### config.mk
export PLATFORM = sky130hd
export DESIGN_NAME = c_subset_token_lexer_unit
export DESIGN_NICKNAME = d
export VERILOG_FILES = /design/src/rtl/tslx_pkg.sv /design/src/rtl/tslx_front.sv /design/src/rtl/tslx_queue.sv /design/src/rtl/tslx_back.sv /design/src/rtl/c_subset_token_lexer_unit.sv
export SDC_FILE = /design/constraint.sdc
export NUM_CORES = 1
export LEC_CHECK = 0
export BUFFER_PORTS_ARGS = -buffer_cell sky130_fd_sc_hd__buf_2
export CAP_MARGIN = 5
export CELL_PAD_IN_SITES_DETAIL_PLACEMENT = 0
export CELL_PAD_IN_SITES_GLOBAL_PLACEMENT = 1
export CORE_MARGIN = 4
export CORE_UTILIZATION = 48
export DETAILED_ROUTE_END_ITERATION = 10
export PLACE_DENSITY_LB_ADDON = 0.1
export SLEW_MARGIN = 25
export SYNTH_ARGS = -nofsm -noshare
export SYNTH_HDL_FRONTEND = slang
export SYNTH_SLANG_ARGS = --single-unit
### constraint.sdc
create_clock -name i_clk -period 5.56 [get_ports i_clk]
set_clock_uncertainty 0.05 [all_clocks]
set_input_delay 0.834 -clock i_clk [delete_from_list [all_inputs] [get_ports i_clk]]
set_output_delay 0.834 -clock i_clk [all_outputs]
set_load 0.03 [all_outputs]
### src/rtl/tslx_pkg.sv
// ----------------------------------------------------------------------------
// Token lexer package
// Token and queue entry types, token kind codes and keyword helper functions.
// ----------------------------------------------------------------------------
`default_nettype none

package tslx_pkg;

    localparam logic [3:0] KIND_IDENT    = 4'd0;
    localparam logic [3:0] KIND_KEYWORD  = 4'd1;
    localparam logic [3:0] KIND_CONSTANT = 4'd2;
    localparam logic [3:0] KIND_LPAREN   = 4'd3;
    localparam logic [3:0] KIND_RPAREN   = 4'd4;
    localparam logic [3:0] KIND_LBRACE   = 4'd5;
    localparam logic [3:0] KIND_RBRACE   = 4'd6;
    localparam logic [3:0] KIND_SEMI     = 4'd7;
    localparam logic [3:0] KIND_UNKNOWN  = 4'd8;
    localparam logic [3:0] KIND_END      = 4'd9;

    localparam logic [1:0] KW_INT    = 2'd0;
    localparam logic [1:0] KW_RETURN = 2'd1;
    localparam logic [1:0] KW_VOID   = 2'd2;

    localparam logic [2:0] ALL_CANDIDATES = 3'b111;

    localparam logic [7:0] CH_LPAREN     = 8'h28;
    localparam logic [7:0] CH_RPAREN     = 8'h29;
    localparam logic [7:0] CH_LBRACE     = 8'h7B;
    localparam logic [7:0] CH_RBRACE     = 8'h7D;
    localparam logic [7:0] CH_SEMI       = 8'h3B;
    localparam logic [7:0] CH_UNDERSCORE = 8'h5F;
    localparam logic [7:0] CH_SPACE      = 8'h20;

    localparam int QUEUE_DEPTH = 4;
    localparam int QPTR_W      = 2;

    typedef struct packed {
        logic [3:0]  kind;
        logic [1:0]  kw_index;
        logic [31:0] start;
        logic [7:0]  length;
        logic        too_long;
    } t_token;

    typedef struct packed {
        logic   v0;
        t_token t0;
        logic   v1;
        t_token t1;
    } t_entry;

    typedef struct packed {
        logic full;
        logic empty;
    } t_q_stat;

    function automatic logic is_alpha(input logic [7:0] c);
        return (c >= 8'h61 && c <= 8'h7A) || (c >= 8'h41 && c <= 8'h5A);
    endfunction

    function automatic logic is_digit(input logic [7:0] c);
        return c >= 8'h30 && c <= 8'h39;
    endfunction

    function automatic logic is_space(input logic [7:0] c);
        return c == CH_SPACE || (c >= 8'h09 && c <= 8'h0D);
    endfunction

    function automatic logic [2:0] kw_len(input logic [1:0] k);
        logic [2:0] len;
        unique case (k)
            KW_INT:    len = 3'd3;
            KW_RETURN: len = 3'd6;
            KW_VOID:   len = 3'd4;
            default:   len = 3'd0;
        endcase
        return len;
    endfunction

    function automatic logic [7:0] kw_char(input logic [1:0] k, input logic [2:0] idx);
        logic [7:0] ch;
        ch = 8'h00;
        unique case (k)
            KW_INT: begin
                unique case (idx)
                    3'd0:    ch = 8'h69;
                    3'd1:    ch = 8'h6E;
                    3'd2:    ch = 8'h74;
                    default: ch = 8'h00;
                endcase
            end
            KW_RETURN: begin
                unique case (idx)
                    3'd0:    ch = 8'h72;
                    3'd1:    ch = 8'h65;
                    3'd2:    ch = 8'h74;
                    3'd3:    ch = 8'h75;
                    3'd4:    ch = 8'h72;
                    3'd5:    ch = 8'h6E;
                    default: ch = 8'h00;
                endcase
            end
            KW_VOID: begin
                unique case (idx)
                    3'd0:    ch = 8'h76;
                    3'd1:    ch = 8'h6F;
                    3'd2:    ch = 8'h69;
                    3'd3:    ch = 8'h64;
                    default: ch = 8'h00;
                endcase
            end
            default: ch = 8'h00;
        endcase
        return ch;
    endfunction

    // Keeps the keywords that still match the word once byte c sits at position idx.
    function automatic logic [2:0] narrow(input logic [2:0] live, input logic [2:0] idx,
                                          input logic idx_ok, input logic [7:0] c);
        logic [2:0] res;
        res = 3'b000;
        for (int k = 0; k < 3; k++) begin
            if (live[k] && idx_ok && idx < kw_len(2'(k)) && kw_char(2'(k), idx) == c) begin
                res[k] = 1'b1;
            end
        end
        return res;
    endfunction

endpackage

`default_nettype wire

### src/rtl/tslx_front.sv
// ----------------------------------------------------------------------------
// Token lexer front end, tracking the pending token
// Accepts one byte per cycle while the queue has room; builds queue entries.
// ----------------------------------------------------------------------------
`default_nettype none

module tslx_front #(
    parameter int MAX_TOKEN_LEN = 255,
    parameter int OFFSET_WIDTH  = 32
) (
    input  wire logic            i_clk,
    input  wire logic            i_rst_n,
    input  wire logic            i_valid,
    output logic                 o_ready,
    input  wire logic [7:0]      i_char,
    input  wire logic            i_end,
    input  wire tslx_pkg::t_q_stat i_q_stat,
    output logic                 o_push,
    output tslx_pkg::t_entry     o_entry
);

    localparam int CW = $clog2(MAX_TOKEN_LEN + 1);

    typedef enum logic [1:0] {MODE_IDLE, MODE_WORD, MODE_NUM} t_mode;

    t_mode                   r_mode, n_mode;
    logic [OFFSET_WIDTH-1:0] r_start, n_start;
    logic [OFFSET_WIDTH-1:0] r_pos, n_pos;
    logic [CW-1:0]           r_count, n_count;
    logic [2:0]              r_cands, n_cands;

    logic        accept;
    logic        is_dig, word_start, word_char, extend;
    logic        kw_hit;
    logic [1:0]  kw_idx;
    logic [16:0] count_x;
    logic [31:0] pos32;
    logic        idx_ok;

    tslx_pkg::t_token tok0, tok1;
    logic             v0, v1;

    assign o_ready = !i_q_stat.full;
    assign accept  = i_valid && o_ready;

    assign is_dig     = tslx_pkg::is_digit(i_char);
    assign word_start = tslx_pkg::is_alpha(i_char) || i_char == tslx_pkg::CH_UNDERSCORE;
    assign word_char  = word_start || is_dig;
    assign extend     = !i_end && ((r_mode == MODE_WORD && word_char) ||
                                   (r_mode == MODE_NUM && is_dig));
    assign count_x    = 17'(r_count);
    assign pos32      = 32'(r_pos);
    assign idx_ok     = (r_count >> 3) == '0;

    always_comb begin
        kw_hit = 1'b0;
        kw_idx = tslx_pkg::KW_INT;
        for (int k = 2; k >= 0; k--) begin
            if (r_cands[k] && r_count == CW'(tslx_pkg::kw_len(2'(k)))) begin
                kw_hit = 1'b1;
                kw_idx = 2'(k);
            end
        end
    end

    always_comb begin
        v0 = !extend && r_mode != MODE_IDLE;
        tok0.kind     = (r_mode == MODE_NUM) ? tslx_pkg::KIND_CONSTANT :
                        (kw_hit ? tslx_pkg::KIND_KEYWORD : tslx_pkg::KIND_IDENT);
        tok0.kw_index = (r_mode == MODE_WORD && kw_hit) ? kw_idx : tslx_pkg::KW_INT;
        tok0.start    = 32'(r_start);
        tok0.length   = (count_x > 17'd255) ? 8'hFF : count_x[7:0];
        tok0.too_long = r_count >= CW'(MAX_TOKEN_LEN);

        v1 = 1'b0;
        tok1.kind     = tslx_pkg::KIND_UNKNOWN;
        tok1.kw_index = tslx_pkg::KW_INT;
        tok1.start    = pos32;
        tok1.length   = 8'd1;
        tok1.too_long = 1'b0;
        if (i_end) begin
            v1          = 1'b1;
            tok1.kind   = tslx_pkg::KIND_END;
            tok1.length = 8'd0;
        end else if (!extend && !word_char && !tslx_pkg::is_space(i_char)) begin
            v1 = 1'b1;
            unique case (i_char)
                tslx_pkg::CH_LPAREN: tok1.kind = tslx_pkg::KIND_LPAREN;
                tslx_pkg::CH_RPAREN: tok1.kind = tslx_pkg::KIND_RPAREN;
                tslx_pkg::CH_LBRACE: tok1.kind = tslx_pkg::KIND_LBRACE;
                tslx_pkg::CH_RBRACE: tok1.kind = tslx_pkg::KIND_RBRACE;
                tslx_pkg::CH_SEMI:   tok1.kind = tslx_pkg::KIND_SEMI;
                default:             tok1.kind = tslx_pkg::KIND_UNKNOWN;
            endcase
        end
    end

    assign o_push  = accept && (v0 || v1);
    assign o_entry = '{v0: v0, t0: tok0, v1: v1, t1: tok1};

    always_comb begin
        n_mode  = r_mode;
        n_start = r_start;
        n_pos   = r_pos;
        n_count = r_count;
        n_cands = r_cands;
        if (i_end) begin
            n_mode  = MODE_IDLE;
            n_count = '0;
            n_cands = tslx_pkg::ALL_CANDIDATES;
            n_pos   = '0;
            n_start = '0;
        end else begin
            n_pos = r_pos + 1'b1;
            if (extend) begin
                n_cands = tslx_pkg::narrow(r_cands, r_count[2:0], idx_ok, i_char);
                if (r_count < CW'(MAX_TOKEN_LEN)) begin
                    n_count = r_count + 1'b1;
                end
            end else if (word_char) begin
                n_mode  = word_start ? MODE_WORD : MODE_NUM;
                n_start = r_pos;
                n_count = CW'(1);
                n_cands = tslx_pkg::narrow(tslx_pkg::ALL_CANDIDATES, 3'd0, 1'b1, i_char);
            end else begin
                n_mode  = MODE_IDLE;
                n_count = '0;
                n_cands = tslx_pkg::ALL_CANDIDATES;
            end
        end
    end

    always_ff @(posedge i_clk) begin
        if (!i_rst_n) begin
            r_mode  <= MODE_IDLE;
            r_start <= '0;
            r_pos   <= '0;
            r_count <= '0;
            r_cands <= tslx_pkg::ALL_CANDIDATES;
        end else if (accept) begin
            r_mode  <= n_mode;
            r_start <= n_start;
            r_pos   <= n_pos;
            r_count <= n_count;
            r_cands <= n_cands;
        end
    end

endmodule

`default_nettype wire

### src/rtl/tslx_queue.sv
// ----------------------------------------------------------------------------
// Token lexer queue
// Short first-in first-out buffer of token pairs between front and back end.
// ----------------------------------------------------------------------------
`default_nettype none

module tslx_queue (
    input  wire logic              i_clk,
    input  wire logic              i_rst_n,
    input  wire logic              i_push,
    input  wire tslx_pkg::t_entry  i_entry,
    input  wire logic              i_pop,
    output tslx_pkg::t_entry       o_head,
    output tslx_pkg::t_q_stat      o_stat
);

    tslx_pkg::t_entry            r_mem [tslx_pkg::QUEUE_DEPTH];
    logic [tslx_pkg::QPTR_W-1:0] r_wr, r_rd;
    logic [tslx_pkg::QPTR_W:0]   r_cnt;

    assign o_head       = r_mem[r_rd];
    assign o_stat.full  = r_cnt == (tslx_pkg::QPTR_W + 1)'(tslx_pkg::QUEUE_DEPTH);
    assign o_stat.empty = r_cnt == '0;

    always_ff @(posedge i_clk) begin
        if (i_push) begin
            r_mem[r_wr] <= i_entry;
        end
    end

    always_ff @(posedge i_clk) begin
        if (!i_rst_n) begin
            r_wr  <= '0;
            r_rd  <= '0;
            r_cnt <= '0;
        end else begin
            if (i_push) begin
                r_wr <= r_wr + 1'b1;
            end
            if (i_pop) begin
                r_rd <= r_rd + 1'b1;
            end
            if (i_push && !i_pop) begin
                r_cnt <= r_cnt + 1'b1;
            end else if (i_pop && !i_push) begin
                r_cnt <= r_cnt - 1'b1;
            end
        end
    end

endmodule

`default_nettype wire

### src/rtl/tslx_back.sv
// ----------------------------------------------------------------------------
// Token lexer back end
// Splits queued token pairs into single words and holds the output register.
// ----------------------------------------------------------------------------
`default_nettype none

module tslx_back (
    input  wire logic              i_clk,
    input  wire logic              i_rst_n,
    input  wire tslx_pkg::t_entry  i_head,
    input  wire tslx_pkg::t_q_stat i_q_stat,
    output logic                   o_pop,
    output logic                   o_valid,
    input  wire logic              i_ready,
    output tslx_pkg::t_token       o_token,
    output logic                   o_last
);

    logic             r_valid, r_last, r_sel;
    tslx_pkg::t_token r_token;

    logic             load, use_first, pick_last;
    tslx_pkg::t_token pick;

    assign load      = (!r_valid || i_ready) && !i_q_stat.empty;
    assign use_first = !r_sel && i_head.v0;
    assign pick      = use_first ? i_head.t0 : i_head.t1;
    assign pick_last = use_first ? !i_head.v1 : 1'b1;
    assign o_pop     = load && pick_last;

    always_ff @(posedge i_clk) begin
        if (!i_rst_n) begin
            r_valid <= 1'b0;
            r_last  <= 1'b0;
            r_sel   <= 1'b0;
        end else begin
            if (load) begin
                r_valid <= 1'b1;
                r_last  <= pick_last;
                r_sel   <= !pick_last;
            end else if (i_ready) begin
                r_valid <= 1'b0;
            end
        end
    end

    always_ff @(posedge i_clk) begin
        if (load) begin
            r_token <= pick;
        end
    end

    assign o_valid = r_valid;
    assign o_token = r_token;
    assign o_last  = r_last;

    a_end_is_last: assert property (@(posedge i_clk) disable iff (!i_rst_n)
        (r_valid && r_token.kind == tslx_pkg::KIND_END) |-> r_last)
        else $error("End word without last flag.");

    a_end_zero_len: assert property (@(posedge i_clk) disable iff (!i_rst_n)
        (r_valid && r_token.kind == tslx_pkg::KIND_END) |-> r_token.length == 8'd0)
        else $error("End word with nonzero length.");

    a_second_half_pending: assert property (@(posedge i_clk) disable iff (!i_rst_n)
        r_sel |-> !i_q_stat.empty)
        else $error("Second word of a pair selected with an empty queue.");

endmodule

`default_nettype wire

### src/rtl/c_subset_token_lexer_unit.sv
// ----------------------------------------------------------------------------
// Streaming lexer for a small subset of C
// Turns a byte stream into identifier, keyword, constant and symbol tokens.
// ----------------------------------------------------------------------------
// The block takes one source byte per cycle on the slave side, with tlast
// marking end of text (tdata is ignored on that word), and returns tokens on
// the master side. A byte is taken every cycle while the four-entry token
// queue between front and back end has room; each byte yields zero, one or
// two tokens, and the output register sends one token per cycle while tready
// is high, so the sustained rate is one byte per cycle unless the text holds
// many word-then-symbol pairs, where the single output port sets the pace.
// A byte's tokens pass through the queue into the output register. tlast on
// the master side marks the final token caused by one input word.
`default_nettype none

module c_subset_token_lexer_unit #(
    parameter int MAX_TOKEN_LEN = 255,
    parameter int OFFSET_WIDTH  = 32
) (
    input  wire logic        i_clk,
    input  wire logic        i_rst_n,
    input  wire logic        i_s_tvalid,
    output logic             o_s_tready,
    input  wire logic [7:0]  i_s_tdata,   // [7:0] char_code
    input  wire logic        i_s_tlast,   // end_of_text
    output logic             o_m_tvalid,
    input  wire logic        i_m_tready,
    output logic [47:0]      o_m_tdata,   // [1:0] keyword_index, [33:2] start_offset,
                                          // [41:34] token_length, [42] too_long
    output logic [3:0]       o_m_tuser,   // [3:0] token_kind
    output logic             o_m_tlast    // last_of_run
);

    tslx_pkg::t_q_stat q_stat;
    tslx_pkg::t_entry  push_entry, head;
    tslx_pkg::t_token  out_token;
    logic              push, pop;

    tslx_front #(
        .MAX_TOKEN_LEN (MAX_TOKEN_LEN),
        .OFFSET_WIDTH  (OFFSET_WIDTH)
    ) u_front (
        .i_clk    (i_clk),
        .i_rst_n  (i_rst_n),
        .i_valid  (i_s_tvalid),
        .o_ready  (o_s_tready),
        .i_char   (i_s_tdata),
        .i_end    (i_s_tlast),
        .i_q_stat (q_stat),
        .o_push   (push),
        .o_entry  (push_entry)
    );

    tslx_queue u_queue (
        .i_clk   (i_clk),
        .i_rst_n (i_rst_n),
        .i_push  (push),
        .i_entry (push_entry),
        .i_pop   (pop),
        .o_head  (head),
        .o_stat  (q_stat)
    );

    tslx_back u_back (
        .i_clk    (i_clk),
        .i_rst_n  (i_rst_n),
        .i_head   (head),
        .i_q_stat (q_stat),
        .o_pop    (pop),
        .o_valid  (o_m_tvalid),
        .i_ready  (i_m_tready),
        .o_token  (out_token),
        .o_last   (o_m_tlast)
    );

    assign o_m_tdata = {5'b00000, out_token.too_long, out_token.length,
                        out_token.start, out_token.kw_index};
    assign o_m_tuser = out_token.kind;

endmodule

`default_nettype wire

==> run_results.csv, run 1 <==
group,metric,value,unit
floorplan,die_h,203,um
placed_design,gp_congestion,0.815,
status,status,"completed",
placed_design,dp_slack,1.46,ns
setup_path,cp_num_buf_inv,1,
synthesis,yosysSeqAreaShare,72.5,%
setup_path,cp_cell_sequence,"mux4_2 -> nand2b_4 -> o21ai_0 -> ha_1 -> inv_1 -> fa_1 -> xor2_1 -> or3_1 -> a21oi_1",
synthesis,async_flop_share,0,%
pwr,clock_power_share,31.4,%
synthesis,synth_top_family_by_area,"multiplexers",
global_routing,antenna_found_initial,0,
timing,min_period_over_period,65.1,%
synthesis,synth_adder_area_share,0.861,%
routing,drtPass1Iterations,5,
clock_tree,cts_buffers,48,
routing,routedWlPerCell,21.2,um
layout,fin_cells,1666,
placed_design,post-place-cells,1579,
floorplan,coreArea,37700,sq um
setup_path,path_delay_family,"compound AO/OA/AOI/OAI gates",
pwr,p_seq_share,45.4,%
synthesis,ys.flop_type,"edfxtp_1",
clock_tree,worstSkewPairLatency,0.54,ns
pwr,p_int,7270,uW
hold_path,hold_class,"reg -> reg",
pwr,switching_share,27.8,%
synthesis,synth.avg_cell_area,17.6,sq um
setup_path,cp_slowest_cell,"dfxtp_4",
global_routing,grt_overflow,0,
pwr,p_per_area,484,nW/um^2
routing,drtAntennaViolNets,0,
synthesis,ys_warn_count,0,
setup_path,cp-end-kind,"flip-flop",
layout,syn2layout_area_growth,13.5,%
clock_tree,cts_tree,"done",
pwr,switching_power,2790,uW
synthesis,synthSimpleGateAreaFrac,6.14,%
synthesis,synth_edf_count,383,
pwr,p_leak,0.00708,uW
routing,viasPerCell,5.53,
clock_tree,numClockSinks,472,
layout,final_common_cell,"edfxtp_1",
layout,area.sequential,13300,sq um
placed_design,port_buffers,62,
synthesis,synth_area_leaders,"edfxtp_1 (63%), mux4_2 (10%), dfxtp_1 (9.7%)",
floorplan,start_util,48.6,%
timing,worstMarginPinSlew,1.09,ns
pwr,comb_power_share,23.2,%
clock_tree,htreeDepth,2,
routing,first_iter_violations,541,
timing,rsz0062_at_grt,"no",
floorplan,ios,68,
timing,period_needed,3.62,ns
setup_path,crit_type,"reg -> reg",
clock_tree,cts_buffer_depth,3,
floorplan,fp.dieW,203,um
synthesis,ys_ff_latch,472,
global_routing,grt_usage,17.4,%
routing,drc,0,
layout,n_fill_cell,3000,
routing,routed-via-count,9218,
synthesis,synthMuxAreaShare,12.6,%
layout,mostFrequentLayoutCells,"edfxtp_1 (383), dfxtp_1 (87), mux4_2 (84)",
timing,worst_slack,1.94,ns
clock_tree,cts_setup_buffers,0,
synthesis,synth.distinct_cells,60,
timing,setup_viol,0,
synthesis,netlist_area,18300,sq um
setup_path,crit_fanout,35,
clock_tree,path_clk_slew,0.05,ns
timing,finalSetupTns,0,ns
pwr,ir_drop,0.385,mV
global_routing,grt_pass1_vias,9474,
setup_path,critPathRequiredTime,5.97,ns
layout,drive_gt1_share,24.4,%
setup_path,max_stage_delay,0.72,ns
setup_path,critPathArrivalTime,4.03,ns
clock_tree,root_buffer,"clkbuf_16",
timing,fmax,276,MHz
global_routing,grt_max_degree,68,
clock_tree,cts_resized,0,
synthesis,synth_compound_area_share,3.94,%
routing,wl,35400,um
layout,multi_input_area,4760,sq um
floorplan,fp-row-count,71,
synthesis,synth_top_area_share,62.8,%
timing,maxSlewViolCount,0,
run,drv_cap,0,
setup_path,cp-start-kind,"flip-flop",
floorplan,die-area,41300,sq um
layout,antenna_cells,0,
synthesis,synth_cells,1039,
layout,nNetsFinal,1143,
clock_tree,cts_hold_buf,0,
timing,hold_violations,0,
placed_design,hpwl,20400,um
global_routing,grt_pass1_wl,56100,um
synthesis,synth_xor_xnor_area_share,2.01,%
synthesis,synth_top_cell_by_area,"edfxtp_1",
timing,relSlewSlack,26.3,%
power groups by stage:
| stage | Combinational [uW] | Sequential [uW] | Clock [uW] |
|---|---|---|---|
| detailed placement | 2390 | 4650 | 0 |
| floorplan | 1410 | 5010 | 0 |
| global placement | 2390 | 4640 | 0 |
| CTS | 2410 | 4580 | 3240 |
| global route | 2540 | 4610 | 3390 |
| finish | 2330 | 4570 | 3160 |
tightest hold or removal path: stages, from the launching register on:
cell and delay [ns]:
dfxtp_1 0.30, nand2b_1 0.06, a21oi_1 0.06
logic make-up (layout without fill, tap and decap cells):
family / count (synthesis) / after routing
muxes: 122 / 122
AOI/OAI and AO/OA: 101 / 101
DFF: 472 / 472
and+or+nand+nor: 220 / 220
xor gates and xnor gates: 42 / 42
other: 1 / 5
buffers and inverters: 69 / 181
adders and majority gates: 12 / 12
synth_stat cells (2+ instances only):
library cell and instances:
a211oi_1 2, a22o_1 32, and4_1 5, dfxtp_1 89, xnor2_1 14, a211o_1 2
clkbuf_1 30, a2bb2oi_1 2, mux2i_1 3, or3_1 4, mux2_2 35, buf_6 6
nor4_1 5, a21oi_1 19, buf_2 8, nand3b_1 2, nand2_1 40, nor2b_1 16
xor2_1 28, ha_1 11, nand2b_1 4, edfxtp_1 383, a31oi_1 4, and3_1 6
nand3_1 22, and2_1 14, nand4_1 10, o21ai_0 19, inv_1 17, o31a_1 2
or2_2 2, nor4_2 2, a21o_1 3, o22ai_1 3, nor4b_1 4, nor3_1 16
mux4_2 84, buf_4 7, nor2_1 63
flip-flops by register name (all words and copies together), names as in the netlist, named ones only:
signal and count:
u_back.o_last 1, u_back.o_token 47, u_back.o_valid 1, u_back.r_sel 1
u_front.pos32 32, u_front.r_cands 3, u_front.r_count 8, u_front.r_mode 2
u_front.r_start 32, u_queue.r_cnt 3, u_queue.r_mem 336, u_queue.r_rd 2
u_queue.r_wr 2
stage by stage:
stage	power, uW	hold slack (ns)	area, sq um	utilization (%)
after floorplan	6430	0.411	18300	-
after global placement	7040	0.411	19200	51.0
after detailed placement	7040	0.420	19200	51.0
after CTS	10200	0.433	20800	55.1
after global routing	10500	0.459	20800	55.2
final	10100	0.423	20800	55.2
metal layers:
metal	GRT usage (%)	share of wire, %
met1	26.0	47
met2	27.7	47
met3	2.69	4.1
met4	3.81	1.5
met5	0	0
layout make-up:
cell class              count  share of cell area (%)
clock buffers              66                    6.40
clock inverters            21                    1.11
inverters                  18                   0.325
multi-input cells         502                    22.9
flip-flops and latches    472                    64.0
well taps                 511                    3.08
repair buffers             76                    2.24
worst paths after layout:
check                startpoint               end  slack, ns  depth (start not counted)
setup reg to reg      flip-flop  u_queue.r_cnt[2]       1.94                          9
hold / removal    u_back.o_last     u_back.o_last       0.42                          2
setup / recovery      flip-flop  u_queue.r_cnt[2]       1.94                          9
hold reg to reg   u_back.o_last     u_back.o_last       0.42                          2
Note: power is estimated with default switching activity, not from simulation.
==> inputs of run 2 (changes only) <==
CORE_UTILIZATION = 53   (was 48)
clock period = 3.5 ns   (was 5.56 ns; I/O delays follow)
==> run_results.csv, run 2 (synthesized netlist as in run 1, its figures left out) <==
group,metric,value,unit
setup_path,critPathArrivalTime,3.34,ns
setup_path,crit_fanout,5,
routing,viasPerCell,5.72,
global_routing,grt_max_degree,63,
layout,syn2layout_area_growth,14.2,%
layout,largest_register_ffs,336,
timing,maxSlewViolCount,0,
setup_path,cp-end-kind,"flip-flop",
routing,drtAntennaViolNets,0,
floorplan,die-area,37600,sq um
hold_path,hold_class,"in -> reg",
clock_tree,cts_setup_buffers,0,
setup_path,crit_type,"in -> reg",
timing,min_period_over_period,83.3,%
layout,nNetsFinal,1169,
layout,post-route-util,61.9,%
pwr,ir_drop,0.622,mV
layout,mostFrequentLayoutCells,"edfxtp_1 (383), dfxtp_1 (87), mux4_2 (84)",
timing,setup_viol,0,
floorplan,fp.dieW,194,um
clock_tree,numClockSinks,472,
clock_tree,path_clk_slew,0.06,ns
layout,antenna_cells,0,
routing,routed-via-count,9328,
run,drv_cap,0,
timing,worstMarginPinSlew,0.860,ns
setup_path,cp-start-kind,"input pin",
timing,relSlewSlack,42.7,%
floorplan,die_h,194,um
global_routing,grt_pass1_vias,9423,
clock_tree,root_buffer,"clkbuf_16",
layout,drive_gt1_share,26.1,%
clock_tree,cts_tree,"done",
clock_tree,cts_resized,0,
global_routing,antenna_found_initial,0,
routing,routedWlPerCell,21.5,um
floorplan,coreArea,33800,sq um
routing,first_iter_violations,641,
clock_tree,worstSkewPairLatency,0.54,ns
layout,final_common_cell,"edfxtp_1",
setup_path,critPathRequiredTime,3.92,ns
placed_design,gp_congestion,0.807,
pwr,p_leak,0.00722,uW
routing,drc,0,
routing,wl,35000,um
timing,period_needed,2.91,ns
floorplan,ios,68,
timing,rsz0062_at_grt,"no",
routing,drtPass1Iterations,5,
timing,fmax,343,MHz
global_routing,grt_pass1_wl,55500,um
clock_tree,htreeDepth,2,
placed_design,hpwl,20700,um
placed_design,port_buffers,62,
status,status,"completed",
clock_tree,cts_buffers,47,
layout,n_fill_cell,2448,
floorplan,start_util,54.2,%
floorplan,fp-row-count,67,
global_routing,grt_overflow,0,
layout,largest_register,"u_queue.r_mem",
clock_tree,cts_hold_buf,0,
clock_tree,cts_buffer_depth,3,
pwr,p_per_area,764,nW/um^2
timing,finalSetupTns,0,ns
timing,hold_violations,0,
global_routing,grt_usage,18.8,%
==> run 2: changes by cell type in the layout (fill, tap and decap cells not counted), moves of 2 or more <==
cell       delta
buf_4        +23
clkinv_1      -4
buf_12        +3
clkbuf_1      +3
bufinv_16     -2
clkbuf_8      +2
clkinv_2      +2
==> run 2: worst max-delay path: stages <==
cell and delay (ns):
buf_2 0.11, nor4_2 0.31, nor4_1 0.08, a211o_1 0.34
o31a_1 0.34, o22a_2 0.27, inv_2 0.11, ha_1 0.20
inv_1 0.06, fa_1 0.38, xor2_1 0.16, or3_1 0.31
a21oi_1 0.14
==> run 2: path summary, 6_finish.rpt <==
check,from,end,slack (ns),depth (start not counted)
hold reg to reg,u_back.o_last,u_back.o_last,0.43,2
setup reg to reg,u_front.r_mode[0],u_queue.r_cnt[2],0.64,12
setup / recovery,i_s_tdata[1],u_queue.r_cnt[2],0.59,13
hold / removal,i_m_tready,u_back.o_valid,0.24,4
==> run 2: power breakdown <==
group	switching, uW	internal [uW]	total [uW]
logic	2250	1610	3870
registers	200	7010	7210
clock network	1980	2920	4900
==> run 2: metrics by stage <==
step / cell area (sq um) / hold slack, ns / setup slack (ns) / total power, uW / std cells
global route: 20900 / 0.233 / 0.462 / 16700 / 1630
floorplan: 18300 / 0.411 / 0.0386 / 10200 / 1043
CTS: 20900 / 0.216 / 0.596 / 16200 / 1630
global placement: 19400 / 0.411 / 0.0837 / 11200 / 1542
finish: 20900 / 0.241 / 0.585 / 16000 / 1630
detailed placement: 19400 / 0.418 / 0.0257 / 11300 / 1543
==> run 2: area by class of cell <==
type                    count  area [sq um]  area share, %
clock inverters            16           158          0.754
repair buffers            103           726           3.47
clock buffers              71          1370           6.55
flip-flops and latches    472         13300           63.5
well taps                 448           561           2.68
inverters                  18          67.6          0.323
multi-input cells         502          4740           22.7
==> run 2: metal layers <==
| metal | share of wire, % | global-route usage [%] |
|---|---|---|
| met4 | 1.8 | 4.06 |
| met5 | 0 | 0 |
| met1 | 46 | 28.0 |
| met2 | 48 | 30.1 |
| met3 | 4.2 | 2.75 |
==> inputs of run 3 (changes only) <==
CORE_UTILIZATION = 48   (was 53)
clock period = 2.4 ns   (was 3.5 ns; I/O delays follow)
==> run_results.csv, run 3 (synthesized netlist as in run 1, its figures left out) <==
group,metric,value,unit
status,status,"finished with violations",
status,failed_checks,"negative setup slack",
setup_path,critPathArrivalTime,2.91,ns
global_routing,grt_usage,18.3,%
clock_tree,cts_buffers,47,
routing,routed-via-count,9553,
floorplan,fp-row-count,71,
floorplan,start_util,48.6,%
timing,period_needed,2.47,ns
pwr,ir_drop,0.681,mV
timing,relSlewSlack,38.9,%
floorplan,die_h,203,um
timing,worstMarginPinSlew,0.916,ns
hold_path,hold_path.startpoint,"i_m_tready",
routing,viasPerCell,5.36,
layout,nNetsFinal,1257,
layout,largest_register,"u_queue.r_mem",
layout,largest_register_ffs,336,
clock_tree,htreeDepth,2,
floorplan,ios,68,
timing,fmax,405,MHz
routing,drc,0,
routing,drtPass1Iterations,4,
setup_path,crit_fanout,4,
setup_path,cp-end-kind,"flip-flop",
run,drv_cap,0,
pwr,p_per_area,1130,nW/um^2
pwr,p_leak,0.00789,uW
setup_path,cp-startpoint,"u_front.r_mode[0]",
layout,mostFrequentLayoutCells,"edfxtp_1 (383), buf_4 (97), mux4_2 (84)",
layout,syn2layout_area_growth,21.4,%
timing,setup_viol,28,
placed_design,gp_congestion,0.830,
timing,worst_slack,-0.0699,ns
placed_design,hpwl,22100,um
layout,antenna_cells,0,
routing,routedWlPerCell,20.5,um
setup_path,cp-start-kind,"flip-flop",
hold_path,hold_class,"in -> reg",
clock_tree,cts_tree,"done",
placed_design,port_buffers,62,
global_routing,grt_pass1_wl,58500,um
clock_tree,path_clk_slew,0.06,ns
floorplan,fp.dieW,203,um
routing,wl,36500,um
pwr,p_total,25200,uW
timing,min_period_over_period,103,%
setup_path,reg2reg_from,"u_front.r_mode[0]",
setup_path,crit_type,"reg -> reg",
clock_tree,root_buffer,"clkbuf_16",
global_routing,grt_overflow,0,
layout,stdcell_area,22200,sq um
timing,maxSlewViolCount,0,
placed_design,placed_cell_area,20200,sq um
floorplan,coreArea,37700,sq um
floorplan,die-area,41300,sq um
routing,first_iter_violations,634,
global_routing,grt_max_degree,83,
clock_tree,cts_hold_buf,0,
timing,rsz0062_at_grt,"yes",
routing,drtAntennaViolNets,0,
global_routing,antenna_found_initial,0,
clock_tree,numClockSinks,472,
layout,drive_gt1_share,33.1,%
setup_path,critPathRequiredTime,2.84,ns
clock_tree,cts_buffer_depth,3,
global_routing,grt_pass1_vias,10030,
layout,final_common_cell,"edfxtp_1",
layout,n_fill_cell,2868,
timing,hold_violations,0,
clock_tree,worstSkewPairLatency,0.59,ns
-- run 3: per-stage QoR --
step | setup WS [ns] | util, % | std cells | hold WS (ns) | setup TNS, ns
4_1_cts | -0.0874 | 59.0 | 1781 | 0.0125 | -1.58
5_1_grt | -0.151 | 59.0 | 1782 | 0.0533 | -3.74
3_3_place_gp | -0.548 | 53.7 | 1678 | 0.411 | -108.17
2_1_floorplan | -0.431 | - | 1043 | 0.411 | -130.40
6_report | -0.0699 | 59.0 | 1782 | 0.0409 | -1.08
3_5_place_dp | -0.608 | 53.7 | 1678 | 0.414 | -126.94
-- run 3: power by group --
part,internal [uW],switching (uW),total [uW]
logic,3270,3570,6840
clock network,4770,3060,7830
registers,10200,280,10500
total,18300,6910,25200
-- run 3: layout make-up --
type | instances | area, sq um | area share [%]
multi-input cells | 502 | 4840 | 21.8
clock inverters | 25 | 368 | 1.65
repair buffers | 191 | 1700 | 7.64
flip-flops and latches | 472 | 13300 | 59.8
well taps | 511 | 639 | 2.88
clock buffers | 63 | 1330 | 5.97
inverters | 18 | 67.6 | 0.304
-- run 3: timing repair --
| item | in CTS | in global routing |
|---|---|---|
| cloned | 4 | 0 |
| gates resized for setup | 20 | 2 |
| pin swaps | 5 | 2 |
| setup endpoints to repair | 36 | 37 |
| buffers inserted | 12 | 1 |
| hold endpoints to repair | 0 | 0 |
-- run 3: metal layers --
layer | global-route usage, % | share of wire, %
met3 | 3.63 | 4.6
met4 | 4.22 | 1.8
met1 | 27.0 | 47
met5 | 0 | 0
met2 | 28.6 | 46
-- run 3: critical path, cell delays in order, from the launching register on --
cell	delay, ns
dfxtp_2	0.34
nor2b_4	0.14
a41o_1	0.21
and2_4	0.14
o31a_1	0.12
o22a_2	0.24
inv_2	0.08
ha_4	0.14
inv_2	0.03
fa_2	0.33
xor2_1	0.15
or3_1	0.31
a21oi_1	0.12
-- run 3: worst paths after layout --
check                      to  slack (ns)  cells after the start
max          u_queue.r_cnt[2]       -0.07                     12
min            u_back.o_valid        0.04                      4
min reg2reg     u_back.o_last        0.42                      2
max reg2reg  u_queue.r_cnt[2]       -0.07                     12
